--- src/hdl/hpd_pkg.sv ---
`timescale 1ns / 1ps
// ----------------------------------------------------------------------------
// hpd_pkg
// Shared widths, register codes and types for the Householder poll-direction
// generator.
// ----------------------------------------------------------------------------
package hpd_pkg;

   localparam int DIM_DEF       = 4;
   localparam int MAX_SHIFT_DEF = 30;

   localparam int VEC_W   = 16;
   localparam int IDX_W   = 6;
   localparam int SHIFT_W = 5;
   localparam int LIM_W   = 17;
   localparam int DIR_W   = 34;
   localparam int POS_W   = 3;
   localparam int PROD_W  = 2 * VEC_W;
   localparam int H_W     = 19;

   localparam int REQ_TDATA_W = 32;
   localparam int RSP_TDATA_W = 80;

   localparam int CSR_IDX_W  = 2;
   localparam int CSR_DATA_W = 17;

   localparam logic [CSR_IDX_W-1:0] CSR_EXP_OFFSET  = 2'd0;
   localparam logic [CSR_IDX_W-1:0] CSR_CLAMP_LIMIT = 2'd1;

   localparam logic [LIM_W-1:0] CLAMP_RESET = 17'd32768;

   typedef struct packed {
      logic signed [VEC_W-1:0] vi;
      logic signed [VEC_W-1:0] vj;
      logic [SHIFT_W-1:0]      shift;
   } entry_op_type;

   typedef struct packed {
      logic mul_en;
      logic scl_en;
      logic diag;
   } stage_ctl_type;

endpackage

--- src/hdl/hpd_store.sv ---
`timescale 1ns / 1ps
// ----------------------------------------------------------------------------
// hpd_store
// Vector element and row shift memory: one write port, two registered read
// ports (row and column).
// ----------------------------------------------------------------------------
module hpd_store #(
   parameter int DIM = hpd_pkg::DIM_DEF
) (
   input  logic                        clock,
   input  logic                        wr_en,
   input  logic [$clog2(DIM)-1:0]      wr_addr,
   input  logic signed [hpd_pkg::VEC_W-1:0] wr_vec,
   input  logic [hpd_pkg::SHIFT_W-1:0] wr_shift,
   input  logic [$clog2(DIM)-1:0]      rd_row,
   input  logic [$clog2(DIM)-1:0]      rd_col,
   output hpd_pkg::entry_op_type       rd_op
);
   import hpd_pkg::*;

   logic signed [VEC_W-1:0] vec_mem [DIM];
   logic [SHIFT_W-1:0]      sh_mem  [DIM];

   always_ff @(posedge clock) begin
      if (wr_en) begin
         vec_mem[wr_addr] <= wr_vec;
         sh_mem[wr_addr]  <= wr_shift;
      end
   end

   always_ff @(posedge clock) begin
      rd_op.vi    <= vec_mem[rd_row];
      rd_op.vj    <= vec_mem[rd_col];
      rd_op.shift <= sh_mem[rd_row];
   end

endmodule

--- src/hdl/hpd_entry.sv ---
`timescale 1ns / 1ps
// ----------------------------------------------------------------------------
// hpd_entry
// Shared entry unit: multiply stage, then clamp, scale and round stage.
// ----------------------------------------------------------------------------
module hpd_entry (
   input  logic                              clock,
   input  hpd_pkg::stage_ctl_type            ctl,
   input  hpd_pkg::entry_op_type             op,
   input  logic [hpd_pkg::LIM_W-1:0]         clamp_limit,
   output logic signed [hpd_pkg::DIR_W-1:0]  pos_dir,
   output logic signed [hpd_pkg::DIR_W-1:0]  neg_dir
);
   import hpd_pkg::*;

   localparam int SCALED_W = LIM_W + (1 << SHIFT_W);
   localparam int FRAC     = 15;

   logic signed [PROD_W-1:0] prod_ff;
   logic                     diag_ff;
   logic [SHIFT_W-1:0]       shift_ff;

   logic signed [H_W-1:0]    fl;
   logic signed [H_W-1:0]    h_raw;
   logic signed [H_W-1:0]    lim;
   logic signed [H_W-1:0]    h_clamp;
   logic signed [H_W-1:0]    h_abs;
   logic                     neg;
   logic [SCALED_W-1:0]      scaled;
   logic [DIR_W-1:0]         rnd;
   logic signed [DIR_W-1:0]  pos_in;

   always_ff @(posedge clock) begin
      if (ctl.mul_en) begin
         prod_ff  <= op.vi * op.vj;
         diag_ff  <= ctl.diag;
         shift_ff <= op.shift;
      end
   end

   always_comb begin
      fl      = H_W'(prod_ff >>> 14);
      h_raw   = (diag_ff ? H_W'(32768) : H_W'(0)) - fl;
      lim     = $signed({{(H_W-LIM_W){1'b0}}, clamp_limit});
      if (h_raw > lim) begin
         h_clamp = lim;
      end else if (h_raw < -lim) begin
         h_clamp = -lim;
      end else begin
         h_clamp = h_raw;
      end
      neg     = h_clamp[H_W-1];
      h_abs   = neg ? -h_clamp : h_clamp;
      scaled  = ({{(SCALED_W-LIM_W){1'b0}}, h_abs[LIM_W-1:0]} << shift_ff)
                + SCALED_W'(1 << (FRAC - 1));
      rnd     = scaled[FRAC +: DIR_W];
      pos_in  = neg ? -$signed(rnd) : $signed(rnd);
   end

   always_ff @(posedge clock) begin
      if (ctl.scl_en) begin
         pos_dir <= pos_in;
         neg_dir <= -pos_in;
      end
   end

endmodule

--- src/hdl/householder_poll_direction_gen.sv ---
`timescale 1ns / 1ps
// ----------------------------------------------------------------------------
// householder_poll_direction_gen
// Loads DIM vector elements with row shifts, then emits the DIM x DIM scaled
// Householder matrix entries in row-major order through one shared entry unit.
// After the last load beat each entry goes in turn through the memory read,
// multiply, scale and output beat states, one entry at a time, and the output
// beat can stall; one load beat per cycle while in the load state.
// Reset: synchronous, clears load count, sequencer and registers to defaults.
// ----------------------------------------------------------------------------
module householder_poll_direction_gen #(
   parameter int DIM       = hpd_pkg::DIM_DEF,
   parameter int MAX_SHIFT = hpd_pkg::MAX_SHIFT_DEF
) (
   input  logic                                clock,
   input  logic                                reset,
   // rand_elem[15:0], frame_index[21:16], mesh_index[27:22], zero pad
   input  logic [hpd_pkg::REQ_TDATA_W-1:0]     req_tdata,
   input  logic                                req_tvalid,
   output logic                                req_tready,
   // row[2:0], col[5:3], pos_dir[39:6], neg_dir[73:40], zero pad
   output logic [hpd_pkg::RSP_TDATA_W-1:0]     rsp_tdata,
   output logic                                rsp_tlast,
   output logic                                rsp_tvalid,
   input  logic                                rsp_tready,
   input  logic                                csr_valid,
   output logic                                csr_ready,
   input  logic [hpd_pkg::CSR_IDX_W-1:0]       csr_index,
   input  logic [hpd_pkg::CSR_DATA_W-1:0]      csr_data
);
   import hpd_pkg::*;

   localparam int CNT_W = $clog2(DIM);
   localparam logic [CNT_W-1:0] LAST_IDX = CNT_W'(DIM - 1);
   localparam logic signed [7:0] MAX_S   = 8'(MAX_SHIFT);

   localparam logic [2:0] ST_LOAD  = 3'd0;
   localparam logic [2:0] ST_READ  = 3'd1;
   localparam logic [2:0] ST_MUL   = 3'd2;
   localparam logic [2:0] ST_SCALE = 3'd3;
   localparam logic [2:0] ST_OUT   = 3'd4;

   logic [2:0]         state_ff, state_in;
   logic [CNT_W-1:0]   slot_ff, slot_in;
   logic [CNT_W-1:0]   row_ff, row_in;
   logic [CNT_W-1:0]   col_ff, col_in;
   logic [IDX_W-1:0]   exp_offset_ff;
   logic [LIM_W-1:0]   clamp_ff;

   logic                    load_beat;
   logic                    out_beat;
   logic signed [VEC_W-1:0] rand_elem;
   logic [IDX_W-1:0]        frame_index;
   logic [IDX_W-1:0]        mesh_index;
   logic signed [7:0]       sdiff;
   logic [SHIFT_W-1:0]      row_shift;
   entry_op_type            op;
   stage_ctl_type           ctl;
   logic signed [DIR_W-1:0] pos_dir;
   logic signed [DIR_W-1:0] neg_dir;

   assign rand_elem   = req_tdata[15:0];
   assign frame_index = req_tdata[21:16];
   assign mesh_index  = req_tdata[27:22];

   assign req_tready = (state_ff == ST_LOAD);
   assign rsp_tvalid = (state_ff == ST_OUT);
   assign csr_ready  = 1'b1;
   assign load_beat  = req_tvalid && req_tready;
   assign out_beat   = rsp_tvalid && rsp_tready;

   always_comb begin
      sdiff = $signed({2'b00, frame_index}) - $signed({2'b00, mesh_index})
              + $signed({2'b00, exp_offset_ff});
      if (sdiff < 8'sd0) begin
         row_shift = '0;
      end else if (sdiff > MAX_S) begin
         row_shift = SHIFT_W'(MAX_SHIFT);
      end else begin
         row_shift = sdiff[SHIFT_W-1:0];
      end
   end

   always_comb begin
      state_in = state_ff;
      slot_in  = slot_ff;
      row_in   = row_ff;
      col_in   = col_ff;
      case (state_ff)
         ST_LOAD: begin
            if (load_beat) begin
               if (slot_ff == LAST_IDX) begin
                  slot_in  = '0;
                  row_in   = '0;
                  col_in   = '0;
                  state_in = ST_READ;
               end else begin
                  slot_in = slot_ff + 1'b1;
               end
            end
         end
         ST_READ:  state_in = ST_MUL;
         ST_MUL:   state_in = ST_SCALE;
         ST_SCALE: state_in = ST_OUT;
         ST_OUT: begin
            if (out_beat) begin
               state_in = ST_READ;
               if (col_ff == LAST_IDX) begin
                  col_in = '0;
                  if (row_ff == LAST_IDX) begin
                     state_in = ST_LOAD;
                  end else begin
                     row_in = row_ff + 1'b1;
                  end
               end else begin
                  col_in = col_ff + 1'b1;
               end
            end
         end
         default: state_in = ST_LOAD;
      endcase
   end

   always_ff @(posedge clock) begin
      if (reset) begin
         state_ff <= ST_LOAD;
         slot_ff  <= '0;
         row_ff   <= '0;
         col_ff   <= '0;
      end else begin
         state_ff <= state_in;
         slot_ff  <= slot_in;
         row_ff   <= row_in;
         col_ff   <= col_in;
      end
   end

   always_ff @(posedge clock) begin
      if (reset) begin
         exp_offset_ff <= '0;
         clamp_ff      <= CLAMP_RESET;
      end else if (csr_valid && csr_ready) begin
         case (csr_index)
            CSR_EXP_OFFSET:  exp_offset_ff <= csr_data[IDX_W-1:0];
            CSR_CLAMP_LIMIT: clamp_ff      <= csr_data[LIM_W-1:0];
            default: ;
         endcase
      end
   end

   assign ctl.mul_en = (state_ff == ST_MUL);
   assign ctl.scl_en = (state_ff == ST_SCALE);
   assign ctl.diag   = (row_ff == col_ff);

   hpd_store #(
      .DIM (DIM)
   ) u_store (
      .clock    (clock),
      .wr_en    (load_beat),
      .wr_addr  (slot_ff),
      .wr_vec   (rand_elem),
      .wr_shift (row_shift),
      .rd_row   (row_ff),
      .rd_col   (col_ff),
      .rd_op    (op)
   );

   hpd_entry u_entry (
      .clock       (clock),
      .ctl         (ctl),
      .op          (op),
      .clamp_limit (clamp_ff),
      .pos_dir     (pos_dir),
      .neg_dir     (neg_dir)
   );

   assign rsp_tdata = {{(RSP_TDATA_W - 2*POS_W - 2*DIR_W){1'b0}},
                       neg_dir, pos_dir, POS_W'(col_ff), POS_W'(row_ff)};
   assign rsp_tlast = (row_ff == LAST_IDX) && (col_ff == LAST_IDX);

   a_no_overlap: assert property (@(posedge clock) disable iff (reset)
      !(req_tready && rsp_tvalid))
      else $error("load and emit overlap");

   a_negation: assert property (@(posedge clock) disable iff (reset)
      rsp_tvalid |-> (DIR_W'(pos_dir + neg_dir) == '0))
      else $error("neg_dir is not the negation of pos_dir");

   a_reload: assert property (@(posedge clock) disable iff (reset)
      (rsp_tvalid && rsp_tready && rsp_tlast) |=> req_tready)
      else $error("no return to loading after last entry");

   a_load_start: assert property (@(posedge clock) disable iff (reset)
      (load_beat && slot_ff == LAST_IDX) |=> (state_ff == ST_READ && row_ff == '0
                                              && col_ff == '0))
      else $error("emission did not start at entry zero");

endmodule
--- config.mk ---
export PLATFORM = sky130hd
export DESIGN_NAME = householder_poll_direction_gen
export DESIGN_NICKNAME = d
export VERILOG_FILES = /design/src/hdl/hpd_pkg.sv /design/src/hdl/hpd_store.sv /design/src/hdl/hpd_entry.sv /design/src/hdl/householder_poll_direction_gen.sv
export SDC_FILE = /design/constraint.sdc
export NUM_CORES = 1
export LEC_CHECK = 0
export CAP_MARGIN = 20
export CORE_MARGIN = 4
export CORE_UTILIZATION = 42
export CTS_BUF_LIST = sky130_fd_sc_hd__clkbuf_2
export DETAILED_ROUTE_END_ITERATION = 6
export DONT_BUFFER_PORTS = 1
export GPL_TIMING_DRIVEN = 0
export PLACE_DENSITY_LB_ADDON = 0.12
export SLEW_MARGIN = 30
export SYNTH_ARGS = -nofsm -noshare
export SYNTH_HDL_FRONTEND = slang
export SYNTH_SLANG_ARGS = --single-unit
--- constraint.sdc ---
create_clock -name clock -period 11.1 [get_ports clock]
set_input_delay 2.22 -clock clock [delete_from_list [all_inputs] [get_ports clock]]
set_output_delay 2.22 -clock clock [all_outputs]
set_load 0.03 [all_outputs]
==> load_flow_metrics.sql <==
INSERT INTO impl_metrics (metric_group, metric, value, unit) VALUES
('yosys', 'post_synth_mux_area_share', '4.60', '%'),
('yosys', 'synth_warnings', '0', ''),
('place', 'globalplace.congestion', '0.922', ''),
('yosys', 'number_of_unique_standard_cell_types_used_by_synthesis', '120', ''),
('cts', 'clock_latency', '1.04', 'ns'),
('yosys', 'compound_gate_fraction_of_synth_area', '12.5', '%'),
('yosys', 'synth_top_family_by_area', 'adder cells', ''),
('setup_path', 'timing.critical_path.to_type', 'flop', ''),
('global_route', 'grt_overflow_total', '0', ''),
('global_route', 'grt_first_pass_wirelength', '114000', 'um'),
('route', 'detail_route.drc_violations', '0', ''),
('global_route', 'grt_start_max_net_pins', '47', ''),
('route', 'wl_final', '73800', 'um'),
('final_layout', 'nNetsFinal', '3175', ''),
('yosys', 'synth-adder-area-share', '27.4', '%'),
('place', 'io_buffers', '0', ''),
('timing', 'slew-limit-headroom', '28.8', '%'),
('final_layout', 'proportion_of_layout_cells_with_a_drive_suffix_above_1', '12.1', '%'),
('die', 'row_count', '90', ''),
('yosys', 'synth-edff-count', '175', ''),
('timing', 'clock.fmax', '93.8', 'MHz'),
('cts', 'clock-sinks', '244', ''),
('cts', 'cts_max_level', '3', ''),
('final_layout', 'final.fill_count', '5805', ''),
('place', 'dp_worst_slack', '-1.07', 'ns'),
('yosys', 'post_synth_inst_count', '2622', ''),
('die', 'chipHeight', '255', 'um'),
('cts', 'holdBufCountCts', '0', ''),
('cts', 'worst_setup_hold_path_clk_slew', '0.12', 'ns'),
('setup_path', 'number_of_cells_on_the_worst_reg_to_reg_path', '40', ''),
('cts', 'cts_tree', 'yes', ''),
('timing', 'worstMarginPinSlew', '1.06', 'ns'),
('setup_path', 'crit_required', '11.85', 'ns'),
('hold_path', 'timing.hold.worst.class', 'reg -> reg', ''),
('yosys', 'dominantRegCellSynth', 'sky130_fd_sc_hd__edfxtp_1', ''),
('place', 'dp.final_hpwl', '59300', 'um'),
('setup_path', 'ff2ff_setup_slack', '0.44', 'ns'),
('die', 'area_of_the_core', '60200', 'um^2'),
('setup_path', 'critPathTopFamily', 'simple AND/OR/NAND/NOR gates', ''),
('timing', 'worst_clock_skew', '0.122', 'ns'),
('yosys', 'synth.cell_area', '25500', 'um^2'),
('route', 'detailedRoute.firstPassIterationCount', '7', ''),
('cts', 'maximum_clock_path_buffer_count', '3', ''),
('setup_path', 'critPathKind', 'reg -> reg', ''),
('yosys', 'async_reset_ff_share', '0', '%'),
('yosys', 'synth_simple_gate_area_share', '17.4', '%'),
('timing', 'drv_slew', '0', ''),
('setup_path', 'critical_path.n_buffers_inverters', '5', ''),
('final_layout', 'postLayoutCoreUtil', '46.1', '%'),
('timing', 'tmin_final', '10.66', 'ns'),
('global_route', 'number_of_antenna_violations_at_the_first_check_in_global_routing', '3', ''),
('setup_path', 'cp_slowest_stage_delay', '0.55', 'ns'),
('die', 'initial_standard_cell_utilization_of_the_core', '42.4', '%'),
('yosys', 'synth.yosys.seq_area_share', '26.0', '%'),
('timing', 'setup_violations', '0', ''),
('yosys', 'syn-mean-instance-area', '9.74', 'um^2'),
('timing', 'final_number_of_hold_violating_endpoints', '0', ''),
('cts', 'cts-buffers-inserted', '67', ''),
('die', 'fp.dieW', '255', 'um'),
('setup_path', 'crit_slowest_cell', 'sky130_fd_sc_hd__or4_1', ''),
('setup_path', 'critical-path-top-cell-by-count', 'sky130_fd_sc_hd__xnor2_1', ''),
('job', 'max_cap_viol_count', '0', ''),
('global_route', 'first_global_vias', '20100', ''),
('route', 'average_routed_wire_per_standard_cell', '20.8', 'um'),
('setup_path', 'startpoint', 'clamp_ff[0]', ''),
('setup_path', 'timing.critical_path.arrival', '11.41', 'ns'),
('die', 'pin_count', '140', ''),
('yosys', 'yosys_register_bits', '244', ''),
('route', 'routed-via-count', '19900', ''),
('route', 'antenna_left', '0', ''),
('outcome', 'outcome', 'finished clean', '');
==> stage by stage <==
stage                     area, um^2  instances  setup TNS [ns]
final                          27800       3557               0
after global routing           27800       3557         -0.0186
after CTS                      27400       3543               0
after detailed placement       26600       3415          -15.15
after global placement         26500       3411          -16.59
after floorplan                25600       2629               0
==> cell usage after synthesis (all sizes together) (7+ instances only) <==
library cell,count,area (um^2)
inv,350,1310
nand2,285,1070
fa,263,5270
edfxtp,175,5260
nor2,140,531
ha,138,1730
and2,116,726
a21oi,104,524
xnor2,98,866
clkbuf,80,300
nor3,77,437
dfxtp,69,1380
nand3,59,295
o21ai,59,299
xor2,41,359
mux4,38,856
buf,37,233
nand2b,32,200
a21o,27,203
nor4,26,239
nand4,25,169
a31oi,24,150
mux2i,24,251
a211oi,23,178
and3,23,149
o31ai,22,184
o211ai,18,145
or3,15,93.8
nor2b,13,81.3
o21a,11,82.6
a211o,10,87.6
nor3b,10,75.1
o31a,10,87.6
a31o,9,87.6
nand3b,8,76.3
o22ai,8,50.1
or2,8,50.1
or4,8,71.3
a221oi,7,67.6
o221ai,7,67.6
==> state kept, by name, summed over array words and instances (netlist names) <==
signal,flops
clamp_ff,17
col_ff,2
exp_offset_ff,6
row_ff,2
slot_ff,2
state_ff,3
u_entry.diag_ff,1
u_entry.neg_dir,34
u_entry.pos_dir,33
u_entry.prod_ff,18
u_entry.shift_ff,5
u_store.rd_op,37
u_store.sh_mem,20
u_store.vec_mem,64
==> final cells by class <==
class                      instances  area [um^2]  share of cell area [%]
sequential                       244         6640                    23.9
antenna                            3         7.51                  0.0270
buffer                           117          547                    1.97
clock buffer                      98          490                    1.77
multi-input combinational       1917        17400                    62.8
inverter                         351         1320                    4.75
timing repair buffer              20          173                   0.622
tap                              782          978                    3.52
clock inverter                    25          176                   0.635
==> repair_timing <==
action / 4_1_cts / 5_1_grt
hold endpoints to repair: 0 / 0
endpoints found under the setup margin: 25 / 20
pin swaps: 3 / 8
resized for setup: 16 / 46
setup buffers: 5 / 11
==> cell families (layout without fill, tap and decap cells) <==
kind of cell,Yosys count,after routing
mux,68,68
fa+ha+maj,402,402
simple gates,863,863
xor+xnor,139,139
compound gates,436,436
flops,244,244
other cells,2,12
buf+inv,468,611
==> worst min path at each step <==
stage | slack [ns] | end | start | cells after the start
finish | 0.40 | u_entry.shift_ff[0] | u_store.rd_op[0] | 0
global route | 0.42 | u_entry.shift_ff[0] | u_store.rd_op[0] | 0
CTS | 0.39 | u_entry.shift_ff[0] | u_store.rd_op[0] | 0
detailed placement | 0.40 | u_entry.shift_ff[3] | u_store.rd_op[3] | 0
global placement | 0.39 | u_entry.shift_ff[2] | u_store.rd_op[2] | 0
floorplan | 0.39 | u_entry.shift_ff[0] | u_store.rd_op[0] | 0
==> routing by layer <==
metal,wire [um],part of all wire (%),global-route usage (%)
met1,32300,44,30.4
met2,35000,47,37.7
met3,4260,5.8,4.52
met4,2290,3.1,7.53
met5,0,0,0
Power is left out: the tool's default activity adds up to more than one toggle a clock period on the data nets, which glitch-free logic cannot reach.
